$ cat config.mk
export PLATFORM = sky130hd
export DESIGN_NAME = flex_sensor_stick_mapper_unit
export DESIGN_NICKNAME = d
export VERILOG_FILES = /design/src/hw/rtl/fssm_pkg.sv /design/src/hw/rtl/fssm_ram.sv /design/src/hw/rtl/fssm_window.sv /design/src/hw/rtl/fssm_average.sv /design/src/hw/rtl/fssm_map.sv /design/src/hw/rtl/flex_sensor_stick_mapper_unit.sv
export SDC_FILE = /design/constraint.sdc
export NUM_CORES = 1
export LEC_CHECK = 0
export ABC_AREA = 1
export BUFFER_PORTS_ARGS = -buffer_cell sky130_fd_sc_hd__buf_2
export CAP_MARGIN = 10
export CORE_AREA = 2 2 184 367
export CTS_CLUSTER_DIAMETER = 100
export CTS_CLUSTER_SIZE = 20
export DETAILED_ROUTE_END_ITERATION = 10
export DIE_AREA = 0 0 186 369
export PLACE_DENSITY = 0.81
export REMOVE_ABC_BUFFERS = 1
export SLEW_MARGIN = 5
export SYNTH_ARGS = -nofsm -noshare
export SYNTH_HDL_FRONTEND = slang
export SYNTH_HIERARCHICAL = 1
export SYNTH_SLANG_ARGS = --single-unit
export TNS_END_PERCENT = 50
$ cat constraint.sdc
create_clock -name clk -period 12.45 [get_ports clk]
set_input_delay 1.245 -clock clk [delete_from_list [all_inputs] [get_ports clk]]
set_output_delay 1.245 -clock clk [all_outputs]
set_load 0.1 [all_outputs]
$ cat src/hw/rtl/fssm_pkg.sv
// fssm_pkg: shared types and constants of the flex sensor stick mapper.
// No dependencies; used by every module under hw/rtl except fssm_ram.
package fssm_pkg;

  // channel layout
  localparam int N_CH  = 3;
  localparam int SMP_W = 10;

  // item kind, carried on in_tuser
  localparam logic KIND_CAL  = 1'b0;
  localparam logic KIND_MEAS = 1'b1;

  // configuration register indexes
  localparam int CFG_IDX_W = 2;
  localparam int CFG_DAT_W = 11;
  localparam logic [CFG_IDX_W-1:0] REG_THR_DB = 2'd0;
  localparam logic [CFG_IDX_W-1:0] REG_YAW_DB = 2'd1;
  localparam int THR_DB_W = 10;
  localparam int YAW_DB_W = 11;
  localparam logic [THR_DB_W-1:0] THR_DB_RST = 10'd5;
  localparam logic [YAW_DB_W-1:0] YAW_DB_RST = 11'd10;

  // calibration: 15 triples, baseline = floor(sum / 15) by reciprocal
  localparam int CAL_W      = 14;
  localparam int CAL_CNT_W  = 4;
  localparam logic [CAL_CNT_W-1:0] CAL_LAST = 4'd14;
  localparam int CAL_SHIFT  = 18;
  localparam int CAL_RECIP_W = 15;
  localparam logic [CAL_RECIP_W-1:0] CAL_RECIP = 15'd17477;

  // deviation widths
  localparam int DEV_T_W = 11;
  localparam int DEV_Y_W = 12;

  // output mapping
  localparam int PULSE_W = 14;
  localparam logic [PULSE_W-1:0] THR_IDLE   = 14'd1000;
  localparam logic [PULSE_W-1:0] YAW_CENTRE = 14'd1500;
  localparam int YAW_X_W = 15;
  localparam logic signed [YAW_X_W-1:0] YAW_OFFSET = 15'sd200;
  localparam logic signed [YAW_X_W-1:0] YAW_BASE   = 15'sd1000;

  // deviations handed from the averaging stage to the mapping stage
  typedef struct packed {
    logic signed [DEV_Y_W-1:0] yaw_dev;
    logic signed [DEV_T_W-1:0] thr_dev;
  } dev_t;

endpackage

$ cat src/hw/rtl/fssm_ram.sv
// fssm_ram: generic single-write, single-read RAM with registered read.
// No dependencies.
module fssm_ram #(
  parameter int WIDTH = 30,
  parameter int DEPTH = 8,
  localparam int AW = (DEPTH > 1) ? $clog2(DEPTH) : 1
) (
  input  logic             clk,
  input  logic             we,
  input  logic [AW-1:0]    waddr,
  input  logic [WIDTH-1:0] wdata,
  input  logic [AW-1:0]    raddr,
  output logic [WIDTH-1:0] rdata
);

  logic [WIDTH-1:0] mem [DEPTH];
  logic [WIDTH-1:0] rdata_r;

  always_ff @(posedge clk) begin
    if (we) begin
      mem[waddr] <= wdata;
    end
    rdata_r <= mem[raddr];
  end

  assign rdata = rdata_r;

endmodule

$ cat src/hw/rtl/fssm_window.sv
// fssm_window: input register, calibration and moving-average windows.
// Depends on fssm_pkg and fssm_ram.
module fssm_window #(
  parameter int WINDOW = 8,
  localparam int SUM_W = fssm_pkg::SMP_W + $clog2(WINDOW),
  localparam int POS_W = (WINDOW > 1) ? $clog2(WINDOW) : 1
) (
  input  logic clk,
  input  logic rst_n,
  input  logic in_valid,
  output logic in_ready,
  input  logic in_kind,
  input  logic [fssm_pkg::N_CH-1:0][fssm_pkg::SMP_W-1:0] in_smp,
  output logic m_valid,
  input  logic m_ready,
  output logic [fssm_pkg::N_CH-1:0][SUM_W-1:0] m_sum,
  output logic [fssm_pkg::N_CH-1:0][fssm_pkg::SMP_W-1:0] m_base
);

  localparam int N_CH  = fssm_pkg::N_CH;
  localparam int SMP_W = fssm_pkg::SMP_W;
  localparam int RAM_W = N_CH * SMP_W;
  localparam int CAL_W = fssm_pkg::CAL_W;
  localparam int CP_W  = CAL_W + fssm_pkg::CAL_RECIP_W;

  // stage 1: input register
  logic s1_v_r, s1_kind_r;
  logic [N_CH-1:0][SMP_W-1:0] s1_smp_r;
  logic s1_meas, s1_go, s2_free, win_we;

  // window state
  logic [WINDOW-1:0] valid_r;
  logic [POS_W-1:0] pos_r, pos_nxt, pos_wrap;
  logic [N_CH-1:0][SUM_W-1:0] sum_r, sum_nxt;
  logic [RAM_W-1:0] ram_q, last_r, old_word;
  logic hit_r;
  logic [N_CH-1:0][SMP_W-1:0] old_smp;

  // calibration state
  logic [N_CH-1:0][CAL_W-1:0] cal_sum_r, cal_tot;
  logic [fssm_pkg::CAL_CNT_W-1:0] cal_cnt_r;
  logic [N_CH-1:0][SMP_W-1:0] base_r, base_new;
  logic [CP_W-1:0] cal_prod [N_CH];

  // stage 2: output register
  logic s2_v_r;
  logic [N_CH-1:0][SUM_W-1:0] s2_sum_r;
  logic [N_CH-1:0][SMP_W-1:0] s2_base_r;

  assign s1_meas  = (s1_kind_r == fssm_pkg::KIND_MEAS);
  assign s2_free  = !s2_v_r || m_ready;
  assign s1_go    = s1_v_r && (!s1_meas || s2_free);
  assign in_ready = !s1_v_r || s1_go;
  assign win_we   = s1_go && s1_meas;

  assign pos_wrap = (pos_r == POS_W'(WINDOW - 1)) ? '0 : pos_r + POS_W'(1);
  assign pos_nxt  = win_we ? pos_wrap : pos_r;

  // read runs one step ahead: address of the next slot, so that the old
  // entry is ready when the beat reaches stage 1
  fssm_ram #(.WIDTH(RAM_W), .DEPTH(WINDOW)) u_win_ram (
    .clk   (clk),
    .we    (win_we),
    .waddr (pos_r),
    .wdata (s1_smp_r),
    .raddr (pos_nxt),
    .rdata (ram_q)
  );

  assign old_word = hit_r ? last_r : ram_q;

  always_comb begin
    for (int c = 0; c < N_CH; c++) begin
      old_smp[c]  = valid_r[pos_r] ? old_word[c*SMP_W +: SMP_W] : '0;
      sum_nxt[c]  = sum_r[c] - SUM_W'(old_smp[c]) + SUM_W'(s1_smp_r[c]);
      cal_tot[c]  = cal_sum_r[c] + CAL_W'(s1_smp_r[c]);
      cal_prod[c] = CP_W'(cal_tot[c]) * CP_W'(fssm_pkg::CAL_RECIP);
      base_new[c] = cal_prod[c][fssm_pkg::CAL_SHIFT +: SMP_W];
    end
  end

  always_ff @(posedge clk) begin
    if (!rst_n) begin
      s1_v_r    <= 1'b0;
      s2_v_r    <= 1'b0;
      valid_r   <= '0;
      pos_r     <= '0;
      sum_r     <= '0;
      hit_r     <= 1'b0;
      cal_sum_r <= '0;
      cal_cnt_r <= '0;
      base_r    <= '0;
    end else begin
      if (in_ready) begin
        s1_v_r <= in_valid;
      end
      if (win_we) begin
        s2_v_r         <= 1'b1;
        valid_r[pos_r] <= 1'b1;
        sum_r          <= sum_nxt;
      end else if (m_ready) begin
        s2_v_r <= 1'b0;
      end
      pos_r <= pos_nxt;
      hit_r <= win_we && (pos_r == pos_nxt);
      if (s1_go && !s1_meas) begin
        if (cal_cnt_r == fssm_pkg::CAL_LAST) begin
          base_r    <= base_new;
          cal_sum_r <= '0;
          cal_cnt_r <= '0;
        end else begin
          cal_sum_r <= cal_tot;
          cal_cnt_r <= cal_cnt_r + fssm_pkg::CAL_CNT_W'(1);
        end
      end
    end
  end

  always_ff @(posedge clk) begin
    if (in_valid && in_ready) begin
      s1_kind_r <= in_kind;
      s1_smp_r  <= in_smp;
    end
    last_r <= s1_smp_r;
    if (win_we) begin
      s2_sum_r  <= sum_nxt;
      s2_base_r <= base_r;
    end
  end

  assign m_valid = s2_v_r;
  assign m_sum   = s2_sum_r;
  assign m_base  = s2_base_r;

  a_pos_range: assert property (@(posedge clk) disable iff (!rst_n)
    pos_r <= POS_W'(WINDOW - 1))
    else $error("window position past end");

  a_cal_range: assert property (@(posedge clk) disable iff (!rst_n)
    cal_cnt_r <= fssm_pkg::CAL_LAST)
    else $error("calibration count past end");

  a_slot_valid: assert property (@(posedge clk) disable iff (!rst_n)
    win_we |=> valid_r[$past(pos_r)] && s2_v_r)
    else $error("written slot not marked or beat lost");

  a_cal_no_beat: assert property (@(posedge clk) disable iff (!rst_n)
    (s1_go && !s1_meas && s2_v_r && m_ready) |=> !s2_v_r)
    else $error("calibration beat produced an average");

endmodule

$ cat src/hw/rtl/fssm_average.sv
// fssm_average: window sums to averages and baseline deviations.
// Depends on fssm_pkg.
module fssm_average #(
  parameter int WINDOW = 8,
  localparam int SUM_W = fssm_pkg::SMP_W + $clog2(WINDOW)
) (
  input  logic clk,
  input  logic rst_n,
  input  logic in_valid,
  output logic in_ready,
  input  logic [fssm_pkg::N_CH-1:0][SUM_W-1:0] in_sum,
  input  logic [fssm_pkg::N_CH-1:0][fssm_pkg::SMP_W-1:0] in_base,
  output logic out_valid,
  input  logic out_ready,
  output fssm_pkg::dev_t out_dev
);

  localparam int N_CH    = fssm_pkg::N_CH;
  localparam int SMP_W   = fssm_pkg::SMP_W;
  localparam int DEV_T_W = fssm_pkg::DEV_T_W;
  localparam int DEV_Y_W = fssm_pkg::DEV_Y_W;
  // floor(x / WINDOW) = (x * RECIP) >> SHIFT, exact for x below 2**SUM_W
  localparam int SHIFT   = SUM_W + $clog2(WINDOW);
  localparam int RECIP_W = SHIFT + 1;
  localparam int unsigned RECIP = ((1 << SHIFT) + WINDOW - 1) / WINDOW;
  localparam int PROD_W  = SUM_W + RECIP_W;

  logic [PROD_W-1:0] prod [N_CH];
  logic [SMP_W-1:0]  avg  [N_CH];
  logic signed [DEV_T_W-1:0] e1, e2;
  fssm_pkg::dev_t dev_nxt, dev_r;
  logic v_r;

  always_comb begin
    for (int c = 0; c < N_CH; c++) begin
      prod[c] = PROD_W'(in_sum[c]) * PROD_W'(RECIP);
      avg[c]  = prod[c][SHIFT +: SMP_W];
    end
    dev_nxt.thr_dev = $signed({1'b0, in_base[0]}) - $signed({1'b0, avg[0]});
    e1 = $signed({1'b0, in_base[1]}) - $signed({1'b0, avg[1]});
    e2 = $signed({1'b0, in_base[2]}) - $signed({1'b0, avg[2]});
    dev_nxt.yaw_dev = DEV_Y_W'(e1) - DEV_Y_W'(e2);
  end

  assign in_ready = !v_r || out_ready;

  always_ff @(posedge clk) begin
    if (!rst_n) begin
      v_r <= 1'b0;
    end else if (in_ready) begin
      v_r <= in_valid;
    end
  end

  always_ff @(posedge clk) begin
    if (in_valid && in_ready) begin
      dev_r <= dev_nxt;
    end
  end

  assign out_valid = v_r;
  assign out_dev   = dev_r;

endmodule

$ cat src/hw/rtl/fssm_map.sv
// fssm_map: deadband test and linear maps to pulse widths, output register.
// Depends on fssm_pkg.
module fssm_map (
  input  logic clk,
  input  logic rst_n,
  input  logic in_valid,
  output logic in_ready,
  input  fssm_pkg::dev_t in_dev,
  input  logic [fssm_pkg::THR_DB_W-1:0] thr_db,
  input  logic [fssm_pkg::YAW_DB_W-1:0] yaw_db,
  output logic out_valid,
  input  logic out_ready,
  output logic [fssm_pkg::PULSE_W-1:0] out_thr,
  output logic signed [fssm_pkg::PULSE_W-1:0] out_yaw
);

  localparam int PULSE_W = fssm_pkg::PULSE_W;
  localparam int DEV_T_W = fssm_pkg::DEV_T_W;
  localparam int DEV_Y_W = fssm_pkg::DEV_Y_W;
  localparam int X_W     = fssm_pkg::YAW_X_W;

  logic [PULSE_W-1:0] t_u, thr_nxt, thr_r;
  logic [DEV_Y_W-1:0] ad;
  logic signed [X_W-1:0] dx, v5, half;
  logic signed [PULSE_W-1:0] yaw_nxt, yaw_r;
  logic v_r;

  always_comb begin
    // throttle: 10*t + 1000 past the deadband
    t_u = PULSE_W'(in_dev.thr_dev[DEV_T_W-2:0]);
    if (in_dev.thr_dev > $signed({1'b0, thr_db})) begin
      thr_nxt = (t_u << 3) + (t_u << 1) + fssm_pkg::THR_IDLE;
    end else begin
      thr_nxt = fssm_pkg::THR_IDLE;
    end
    // yaw: (d + 200) * 5 / 2, rounded toward zero, + 1000
    ad   = in_dev.yaw_dev[DEV_Y_W-1] ? DEV_Y_W'(-in_dev.yaw_dev)
                                     : DEV_Y_W'(in_dev.yaw_dev);
    dx   = X_W'(in_dev.yaw_dev) + fssm_pkg::YAW_OFFSET;
    v5   = (dx <<< 2) + dx;
    half = (v5 + $signed(X_W'(v5[X_W-1]))) >>> 1;
    if (ad > {1'b0, yaw_db}) begin
      yaw_nxt = PULSE_W'(half + fssm_pkg::YAW_BASE);
    end else begin
      yaw_nxt = $signed(fssm_pkg::YAW_CENTRE);
    end
  end

  assign in_ready = !v_r || out_ready;

  always_ff @(posedge clk) begin
    if (!rst_n) begin
      v_r <= 1'b0;
    end else if (in_ready) begin
      v_r <= in_valid;
    end
  end

  always_ff @(posedge clk) begin
    if (in_valid && in_ready) begin
      thr_r <= thr_nxt;
      yaw_r <= yaw_nxt;
    end
  end

  assign out_valid = v_r;
  assign out_thr   = thr_r;
  assign out_yaw   = yaw_r;

endmodule

$ cat src/hw/rtl/flex_sensor_stick_mapper_unit.sv
// flex_sensor_stick_mapper_unit: top level of the flex sensor stick mapper.
// Depends on fssm_pkg, fssm_ram, fssm_window, fssm_average, fssm_map.
//
//  channel | direction | handshake          | payload
//  --------+-----------+--------------------+--------------------------------
//  in_     | sink      | in_tvalid/tready   | tdata: 3 samples, tuser: kind
//  out_    | source    | out_tvalid/tready  | tdata: throttle, yaw pulse
//  cfg_    | sink      | cfg_we             | cfg_index, cfg_wdata
//
// One beat per cycle sustained while out_ is not back-pressured. A measurement
// beat reaches out_ after four register stages: input register, window sums,
// deviations, pulse output. The window store is one RAM read one slot ahead of
// the write position, so its single read port keeps pace with one beat per cycle.
// Reset (synchronous, active low) clears the sums, baselines, calibration
// count and the per-slot valid bits; unwritten slots read as zero, so no
// clearing pass is needed. Calibration beats are absorbed in stage 1.
// Back-pressure on out_ stops each stage only when the next one is full.
module flex_sensor_stick_mapper_unit #(
  parameter int WINDOW = 8
) (
  input  logic        clk,
  input  logic        rst_n,
  // input stream
  input  logic        in_tvalid,
  output logic        in_tready,
  input  logic [31:0] in_tdata,  // throttle_sample[9:0], yaw_left_sample[19:10],
                                 // yaw_right_sample[29:20], zero pad
  input  logic        in_tuser,  // kind: 0 calibration, 1 measurement
  // result stream
  output logic        out_tvalid,
  input  logic        out_tready,
  output logic [31:0] out_tdata, // throttle_pulse[13:0], yaw_pulse[27:14] (signed),
                                 // zero pad
  // configuration
  input  logic        cfg_we,
  input  logic [fssm_pkg::CFG_IDX_W-1:0] cfg_index,
  input  logic [fssm_pkg::CFG_DAT_W-1:0] cfg_wdata
);

  localparam int N_CH    = fssm_pkg::N_CH;
  localparam int SMP_W   = fssm_pkg::SMP_W;
  localparam int SUM_W   = SMP_W + $clog2(WINDOW);
  localparam int PULSE_W = fssm_pkg::PULSE_W;

  // deadband registers
  logic [fssm_pkg::THR_DB_W-1:0] thr_db_r;
  logic [fssm_pkg::YAW_DB_W-1:0] yaw_db_r;

  always_ff @(posedge clk) begin
    if (!rst_n) begin
      thr_db_r <= fssm_pkg::THR_DB_RST;
      yaw_db_r <= fssm_pkg::YAW_DB_RST;
    end else if (cfg_we) begin
      unique case (cfg_index)
        fssm_pkg::REG_THR_DB: thr_db_r <= cfg_wdata[fssm_pkg::THR_DB_W-1:0];
        fssm_pkg::REG_YAW_DB: yaw_db_r <= cfg_wdata[fssm_pkg::YAW_DB_W-1:0];
        default: ; // index beyond the register list: ignored
      endcase
    end
  end

  // unpack the sample triple
  logic [N_CH-1:0][SMP_W-1:0] in_smp;
  assign in_smp = in_tdata[N_CH*SMP_W-1:0];

  // stage 1 -> 2: window sums with the baselines they are measured against
  logic s2_valid, s2_ready;
  logic [N_CH-1:0][SUM_W-1:0] s2_sum;
  logic [N_CH-1:0][SMP_W-1:0] s2_base;

  fssm_window #(.WINDOW(WINDOW)) u_window (
    .clk      (clk),
    .rst_n    (rst_n),
    .in_valid (in_tvalid),
    .in_ready (in_tready),
    .in_kind  (in_tuser),
    .in_smp   (in_smp),
    .m_valid  (s2_valid),
    .m_ready  (s2_ready),
    .m_sum    (s2_sum),
    .m_base   (s2_base)
  );

  // stage 3: deviations
  logic s3_valid, s3_ready;
  fssm_pkg::dev_t s3_dev;

  fssm_average #(.WINDOW(WINDOW)) u_average (
    .clk       (clk),
    .rst_n     (rst_n),
    .in_valid  (s2_valid),
    .in_ready  (s2_ready),
    .in_sum    (s2_sum),
    .in_base   (s2_base),
    .out_valid (s3_valid),
    .out_ready (s3_ready),
    .out_dev   (s3_dev)
  );

  // stage 4: pulse mapping and output register
  logic [PULSE_W-1:0] thr_pulse;
  logic signed [PULSE_W-1:0] yaw_pulse;

  fssm_map u_map (
    .clk       (clk),
    .rst_n     (rst_n),
    .in_valid  (s3_valid),
    .in_ready  (s3_ready),
    .in_dev    (s3_dev),
    .thr_db    (thr_db_r),
    .yaw_db    (yaw_db_r),
    .out_valid (out_tvalid),
    .out_ready (out_tready),
    .out_thr   (thr_pulse),
    .out_yaw   (yaw_pulse)
  );

  assign out_tdata = {4'b0, yaw_pulse, thr_pulse};

  a_rst_idle: assert property (@(posedge clk) !rst_n |=> !out_tvalid)
    else $error("result beat out of reset");

  a_out_hold: assert property (@(posedge clk) disable iff (!rst_n)
    (out_tvalid && !out_tready) |=> out_tvalid && $stable(out_tdata))
    else $error("stalled result beat changed");

  a_in_ready: assert property (@(posedge clk) disable iff (!rst_n)
    (!s2_valid && !s3_valid && !out_tvalid) |-> in_tready)
    else $error("input stalled with empty pipeline");

endmodule
# ---- Yosys cells after proc, flatten, opt, wreduce, memory -nomap -nowiden
# Memories as Yosys holds them, arrays and structs flattened. A register that Yosys moved wholly into a read port is not among the register bits.
# Cells that the tools add are included.
dict set report totals {
  register_bits 333
  elab_cells 109
  ramBits 240
  output_inout_bits 34
  memories 1
}
# memory words word_bits rd rd_ports_with_merged_regs write_ports line
set memory_table {}
lappend memory_table {u_window.u_win_ram.mem 8 30 1 1 1 fssm_ram.sv:16} ;# logic [WIDTH-1:0] mem [DEPTH];
dict set report classes {
  n_mux 17
  reduce_logical 23
  n_lt_le_gt_ge 4
  bitwise_logic 1
  n_eq_ne 4
  addsub 22
  multipliers 3
}
# cell count
set op_table {}
lappend op_table {{multiplier 14 x 15 -> 28 bit (second input constant)} 3}
lappend op_table {{adder 14 x 10 -> 14 bit} 3}
lappend op_table {{two-way mux 42 bit} 1}
lappend op_table {{adder 13 x 10 -> 13 bit} 3}
lappend op_table {{subtractor 13 x 10 -> 13 bit} 3}
lappend op_table {{subtractor 10 x 10 -> 11 bit} 3}
lappend op_table {{two-way mux 10 bit} 3}
lappend op_table {{two-way mux 30 bit} 1}
lappend op_table {{adder 15 bit} 1}
lappend op_table {{adder 15 x 2 -> 15 bit} 1}
lappend op_table {{adder 13 x 11 -> 14 bit} 1}
lappend op_table {{adder 14 x 10 -> 14 bit (second input constant)} 1}
lappend op_table {{adder 14 x 11 -> 14 bit (second input constant)} 1}
lappend op_table {{adder 12 x 9 -> 13 bit (second input constant)} 1}
lappend op_table {{greater-than comparator 12 x 11 -> 1 bit} 1}
lappend op_table {{two-way mux 12 bit} 1}
lappend op_table {{negator 12 bit} 1}
lappend op_table {{subtractor 11 x 11 -> 12 bit} 1}
lappend op_table {{greater-than comparator 11 bit} 1}
lappend op_table {{logical AND 1 bit} 8}
lappend op_table {{bitwise OR 8 bit} 1}
lappend op_table {{two-way mux 1 bit} 6}
lappend op_table {{two-way mux 3 bit} 2}
lappend op_table {{AND reduction 2 bit} 3}
lappend op_table {{15 further kinds} 23}

# ---- Longest topological paths before layout
# Gate-level depths: netlist (run 1).
dict set report depth {
  word_depth 10
  mapped_depth 34
  ltp_nobuf 34
}

# ---- Cells and area by module
# Netlist (run 1), hierarchy kept.
# mod seq_area_each_um2 area_each_um2 instances cells_each
set by_module_without_submodules {}
lappend by_module_without_submodules {fssm_window 6185.9 20591.0 1 2521}
lappend by_module_without_submodules {fssm_ram 7807.5 11078.1 1 1085}
lappend by_module_without_submodules {fssm_map 830.8 3666.0 1 525}
lappend by_module_without_submodules {fssm_average 710.7 2934.1 1 438}
lappend by_module_without_submodules {flex_sensor_stick_mapper_unit 420.4 937.1 1 134}

# ---- Worst setup path before layout (run 1)
# Ideal clock, no wire load.
dict set report synth_timing {
  kind {input port to flip-flop}
  startpoint {in out_tready}
  endpoint {mem u_window.u_win_ram.mem[1][0], enable pin}
  setup_slack_ns 6.436
  arrival_ns 5.597
  path_stages 9
  path_cell_list {inv_1 -> nand2_1 -> inv_1 -> nand2_1 -> nor2_1 -> nor2_1 -> clkbuf_1 -> nand2_1 -> nor2_1}
}
dict set report synth_via {
  elab_chain_len 8
}
# element line
set synth_lines {}
lappend synth_lines {{start: declaration} flex_sensor_stick_mapper_unit.sv:31} ;# input logic out_tready,
lappend synth_lines {{logical OR 1 bit} fssm_map.sv:49} ;# assign in_ready = !v_r || out_ready;
lappend synth_lines {{net s3_ready} flex_sensor_stick_mapper_unit.sv:85} ;# logic s3_valid, s3_ready;
lappend synth_lines {{logical OR 1 bit} fssm_average.sv:45} ;# assign in_ready = !v_r || out_ready;
lappend synth_lines {{net s2_ready} flex_sensor_stick_mapper_unit.sv:67} ;# logic s2_valid, s2_ready;
lappend synth_lines {{logical OR 1 bit} fssm_window.sv:51} ;# assign s2_free = !s2_v_r || m_ready;
lappend synth_lines {{logical OR 1 bit} fssm_window.sv:52} ;# assign s1_go = s1_v_r && (!s1_meas || s2_free);
lappend synth_lines {{logical AND 1 bit} fssm_window.sv:52}
lappend synth_lines {{logical AND 1 bit} fssm_window.sv:54} ;# assign win_we = s1_go && s1_meas;
lappend synth_lines {{net u_window.win_we} fssm_window.sv:29} ;# logic s1_meas, s1_go, s2_free, win_we;
lappend synth_lines {{two-way mux 1 bit} fssm_ram.sv:20} ;# if (we) begin
lappend synth_lines {{two-way mux 1 bit (not written as such)} fssm_ram.sv:21} ;# mem[waddr] <= wdata;
lappend synth_lines {{end: declaration} fssm_ram.sv:16}
# The timed path passes the listed nets, and every way through them passes these cells.

# ---- Worst setup path in the final report (run 1)
dict set report layout_timing {
  startpoint {reg u_window/s1_smp_r[0] (netlist bit)}
  endpoint {reg u_window/base_r[2] (netlist bit)}
}
dict set report layout_via {
  elab_chain_len 2
}
# element line
set layout_lines {}
lappend layout_lines {{start: declaration} fssm_window.sv:28} ;# logic [N_CH-1:0][SMP_W-1:0] s1_smp_r;
lappend layout_lines {{start signal: assignment} fssm_window.sv:122} ;# s1_smp_r <= in_smp;
lappend layout_lines {{adder 14 x 10 -> 14 bit} fssm_window.sv:76} ;# cal_tot[c] = cal_sum_r[c] + CAL_W'(s1_smp_r[c]);
lappend layout_lines {{multiplier 14 x 15 -> 28 bit} fssm_window.sv:77} ;# cal_prod[c] = CP_W'(cal_tot[c]) * CP_W'(fssm_pkg::CAL_RECIP);
lappend layout_lines {{end signal: assignment} fssm_window.sv:108} ;# base_r <= base_new;
lappend layout_lines {{end: declaration} fssm_window.sv:42} ;# logic [N_CH-1:0][SMP_W-1:0] base_r, base_new;
# Every way passes these cells.
# A chain may end at the register's enable or synchronous reset.

==> key figures, run 1 <==
Detailed routing
  • Final wirelength: 94800 um
  • Via count: 30800
  • Initial DRC count: 1762
  • DRT Pass-1 Iters: 8
  • ANT nets after route: 0
  • Via density: 5.46
  • Drt wl/cell: 16.8 um
  • DRC viols: 0

Setup path
  • Crit-path max FO: 11
  • Worst path slowest cell: edfxtp_1
  • WS Path Type: flip-flop to flip-flop
  • Critical Path AT: 6.96 ns
  • Critical path's largest stage delay: 0.69 ns
  • Required @ worst endpoint: 12.98 ns
  • CP Launch Type: flip-flop
  • Most frequent CP cell: inv_1
  • Crit. End Element: flip-flop

STA
  • Fmax: 0.155 GHz
  • Max-slew violation count: 0
  • Slew HR: 0.140
  • Final worst-path cycle share: 0.517
  • # setup viols final: 0
  • RSZ-0062 raised after global routing: false
  • Clk_skew: 0.0198 ns
  • Fin. Hold Viols: 0
  • Worst-Margin Slew: 1.29 ns
  • Min Tclk post-route: 6.43 ns

Clocking
  • Post-CTS Setup Inserts: 0
  • CTS Sinks: 593
  • CTS tree: done
  • CTS Buffer Depth: 3
  • Clock Latency Late Sink: 0.58 ns
  • Clock root cell: clkbuf_16
  • Hold-fix buffers, CTS: 0
  • Total CTS buffers: 35
  • Clock-pin slew on the worst setup and hold paths: 0.08 ns
  • Cts repair resizes: 0
  • Htree depth: 2

Power
  • Static leakage: 0.0206 uW
  • Pwr Total: 5600 uW
  • Pwr dens: 136 nW/um^2
  • Worst vdd ir: 107 uV

Layout
  • Filler cells: 5449
  • Fraction of layout cells with a size suffix above 1: 0.0607
  • Fin area: 41200 um^2
  • Antenna diodes: 0
  • Synth-to-Final Area Change: 5.92%
  • Fin nets: 5297

Die
  • Std cell rows: 133
  • Ports: 85
  • Die width: 186 um
  • Initial Utilization: 0.592
  • Chip height: 369 um
  • Die area: 68600 um^2
  • Core Box Area: 65700 um^2

Synth
  • Syn. warnings: 6
  • Post-Synthesis Cells: 4691
  • Mapped Area: 38900 um^2
  • Mean Syn Cell Area: 8.30 um^2

Place
  • Final GP Congestion: 0.951
  • Post-detail-place hpwl: 69800 um
  • Port Buffer Count: 77
  • Cell Area, Placed: 40200 um^2

Run status
  • Status: finished clean

Global routing
  • First-pass GRT wire length: 151000 um
  • Largest net degree at the start of global routing: 85
  • Initial antenna violation count: 1
  • All-Layer GR Usage: 0.281
  • Remaining Overflow, GRT: 0
  • Vias in the first global route: 31200

Flow run
  • Max-cap violations: 0

Min path
  • Hold Path Class: flip-flop to flip-flop
==> path summary, 6_finish.rpt <==
path,start,to,slack (ns),cells past startpoint
worst max-delay path,u_window/s1_smp_r[0],u_window/base_r[2],6.02,30
worst min register to register,u_window/base_r[10],u_window/m_base[10],0.43,0
worst max register to register,u_window/s1_smp_r[0],u_window/base_r[2],6.02,30
worst min-delay path,u_window/base_r[10],u_window/m_base[10],0.43,0
==> cell usage in the layout, fill, tap and decap left out, types with 5 or more instances in the layout <==
cell type and n:
nand2_1 1184, inv_1 948, ha_1 417, edfxtp_1 381
nand3_1 307, a21oi_1 239, nor2_1 221, dfxtp_1 212
o21ai_0 100, fa_1 96, xor2_1 81, buf_2 77
nor3_1 50, a21oi_2 37, clkbuf_16 35, nand4_1 34
nand2_2 29, xnor2_1 28, buf_4 27, clkbuf_1 25
o21bai_1 24, a21o_1 22, inv_2 16, nor2_4 14
o21ai_1 14, o22ai_1 13, nand3_2 12, a31oi_1 11
o21ai_2 9, a21boi_0 8, o21a_1 7, and2_1 6
nand3b_1 6, nor2_2 6, conb_1 5, nor4_1 5
o211ai_1 5
==> per-layer routing <==
metal | GRT usage | wire [um] | part of all wire | vias up
li1 | - | - | - | 15000
met1 | 0.262 | 31300 | 0.33 | 14300
met2 | 0.530 | 50000 | 0.53 | 1005
met3 | 0.0322 | 4150 | 0.044 | 432
met4 | 0.238 | 9340 | 0.099 | 2
met5 | 0 | 9 | 0.000095 | -
==> critical path: cells and delay by family (launching register included) <==
| family | cells | cell delay (ns) |
|---|---|---|
| fa+ha+maj | 8 | 2.82 |
| flops | 1 | 0.69 |
| compound gates | 2 | 0.47 |
| simple gates | 10 | 1.07 |
| xor+xnor | 2 | 0.81 |
| buf+inv | 8 | 0.52 |
==> stage by stage <==
stage	TNS [ns]	std cells	hold WS, ns	setup WS [ns]	util
4_1_cts	0	5637	0.437	6.06	0.627
6_report	0	5637	0.435	6.02	0.627
2_1_floorplan	-40.22	4592	0.403	-1.34	-
3_5_place_dp	0	5573	0.413	6.11	0.612
5_1_grt	0	5637	0.444	5.62	0.627
3_3_place_gp	0	5573	0.408	6.22	0.612
==> area by class of cell <==
type                       instances  area [um^2]  area share
tap                              877         1100      0.0266
clock inverter                     4         63.8     0.00155
clock buffer                      60          970      0.0235
multi-input combinational       3029        19200       0.465
timing repair buffer             104          588      0.0143
inverter                         970         3650      0.0885
sequential                       593        15700       0.380
==> registers in the layout (all words and copies together), names as in the netlist, 10 cells and up <==
register,count
u_map/out_yaw,14
u_map/out_thr,13
u_window/m_base,30
u_average/out_dev,23
u_window/sum_r,39
u_window/cal_sum_r,42
u_window/last_r,30
u_window/s1_smp_r,30
thr_db_r,10
u_window/base_r,30
u_window/u_win_ram/rdata,30
u_window/m_sum,30
yaw_db_r,11
u_window/u_win_ram/mem,240
==> power by group <==
| group | switching, uW | internal (uW) |
|---|---|---|
| sequential | 54.5 | 2180 |
| clock | 647 | 544 |
| combinational | 1420 | 760 |
| total | 2120 | 3480 |
Note: power is estimated with default switching activity, not from simulation.
==> inputs of run 2 (changes only) <==
- clock period: 12.45 -> 6.6 ns (I/O delays scaled with it)
==> key figures, run 2 (synthesized netlist as in run 1, its figures left out) <==
Run status
  • Status: finished clean

STA
  • Final worst-path cycle share: 0.921
  • Slew HR: 0.138
  • Worst-Margin Slew: 1.29 ns
  • RSZ-0062 raised after global routing: false
  • Min Tclk post-route: 6.08 ns
  • Max-slew violation count: 0
  • # setup viols final: 0
  • PnR worst setup slack: 0.523 ns
  • Clk_skew: 0.0334 ns
  • Fmax: 0.165 GHz
  • Worst hold margin: 0.246 ns
  • Fin. Hold Viols: 0

Layout
  • Biggest regs: u_window/u_win_ram/mem: 240 flops, u_window/cal_sum_r: 42 flops, u_window/sum_r: 39 flops
  • Final Non-Filler Cells: 5667
  • Largest register FFs: 240
  • Fraction of layout cells with a size suffix above 1: 0.0664
  • Synth-to-Final Area Change: 6.50%
  • Fin nets: 5325
  • Most frequent cells in the layout: nand2_1, inv_1, ha_1
  • Final Util: 0.631
  • Largest Register: u_window/u_win_ram/mem
  • Commonest non-fill, non-tap cell in the layout: nand2_1

Global routing
  • Vias in the first global route: 31800
  • Largest net degree at the start of global routing: 107
  • First-pass GRT wire length: 155000 um
  • Initial antenna violation count: 0
  • All-Layer GR Usage: 0.292
  • Remaining Overflow, GRT: 0

Place
  • Final GP Congestion: 0.929
  • Dpl cells: 5599
  • Port Buffer Count: 77
  • Post-detail-place hpwl: 73600 um
  • DP Worst Slack: 0.457 ns

Setup path
  • R2R Setup Slk: 0.52 ns
  • Crit-path leading delay family: adder cells
  • CP Launch Type: flip-flop
  • Crit path from: u_window/s1_smp_r[10]
  • Worst path slowest cell: edfxtp_1
  • Crit. End Element: flip-flop
  • Critical Path AT: 6.56 ns
  • Required @ worst endpoint: 7.08 ns
  • WP buf/inv: 6
  • Crit-path max FO: 11
  • WS Path Type: flip-flop to flip-flop
  • FF-to-FF Start: u_window/s1_smp_r[10]
  • Critical path's largest stage delay: 0.60 ns

Detailed routing
  • DRT Pass-1 Iters: 6
  • Final wirelength: 98600 um
  • DRC viols: 0
  • Initial DRC count: 1652
  • Drt wl/cell: 17.4 um
  • ANT nets after route: 0
  • Via count: 30900
  • Via density: 5.45

Die
  • Die area: 68600 um^2
  • Die width: 186 um
  • Core Box Area: 65700 um^2
  • Chip height: 369 um
  • Initial Utilization: 0.592
  • Ports: 85
  • Std cell rows: 133

Clocking
  • CTS Sinks: 593
  • Clock root cell: clkbuf_16
  • CTS Buffer Depth: 3
  • Clock-pin slew on the worst setup and hold paths: 0.09 ns
  • Cts repair resizes: 0
  • Htree depth: 2
  • Clock Latency Late Sink: 0.59 ns
  • Hold-fix buffers, CTS: 0
  • Total CTS buffers: 35
  • CTS tree: done

Min path
  • Hold Path Class: input pin to flip-flop
  • Hold_sp: in_tdata[24]

Power
  • Worst vdd ir: 252 uV
  • Pwr Total: 10600 uW
  • Pwr dens: 256 nW/um^2
  • Static leakage: 0.0207 uW

Flow run
  • Max-cap violations: 0
## run 2: routing by layer
| layer | vias to the layer above | wire (um) | GRT usage |
|---|---|---|---|
| li1 | 15100 | - | - |
| met1 | 14500 | 31900 | 0.259 |
| met2 | 876 | 53300 | 0.565 |
| met3 | 408 | 3570 | 0.0280 |
| met4 | 0 | 9850 | 0.256 |
| met5 | - | 0 | 0 |
## run 2: timing repair
item / 4_1_cts / 5_1_grt
hold endpoints to repair: 0 / 0
buffers inserted: 0 / 1
setup endpoints to repair: 0 / 2
## run 2: per-stage QoR
stage	instance area, um^2	setup TNS (ns)
5_1_grt	41400	0
2_1_floorplan	38400	-215.65
6_report	41500	0
3_3_place_gp	40400	0
3_5_place_dp	40400	0
4_1_cts	41400	0
## run 2: area by class of cell
type | count | area (um^2)
Sequential cell | 593 | 15700
Multi-Input combinational cell | 3029 | 19200
Timing Repair Buffer | 132 | 806
Fill cell | 5431 | 24300
Tap cell | 877 | 1100
Clock inverter | 4 | 63.8
Antenna cell | 3 | 7.51
Inverter | 970 | 3650
Clock buffer | 59 | 966
## run 2: worst paths after layout
check / end / cells past startpoint
setup / recovery: u_window/base_r[15] / 29
hold / removal: u_window/s1_smp_r[24] / 1
setup reg to reg: u_window/base_r[15] / 29
hold reg to reg: u_window/m_base[9] / 0
## run 2: power by group
group	internal (uW)	leakage, uW	total [uW]	switching, uW
registers	4110	0.00522	4190	86.1
logic	1460	0.0150	4210	2740
clock network	1020	0.000487	2230	1210
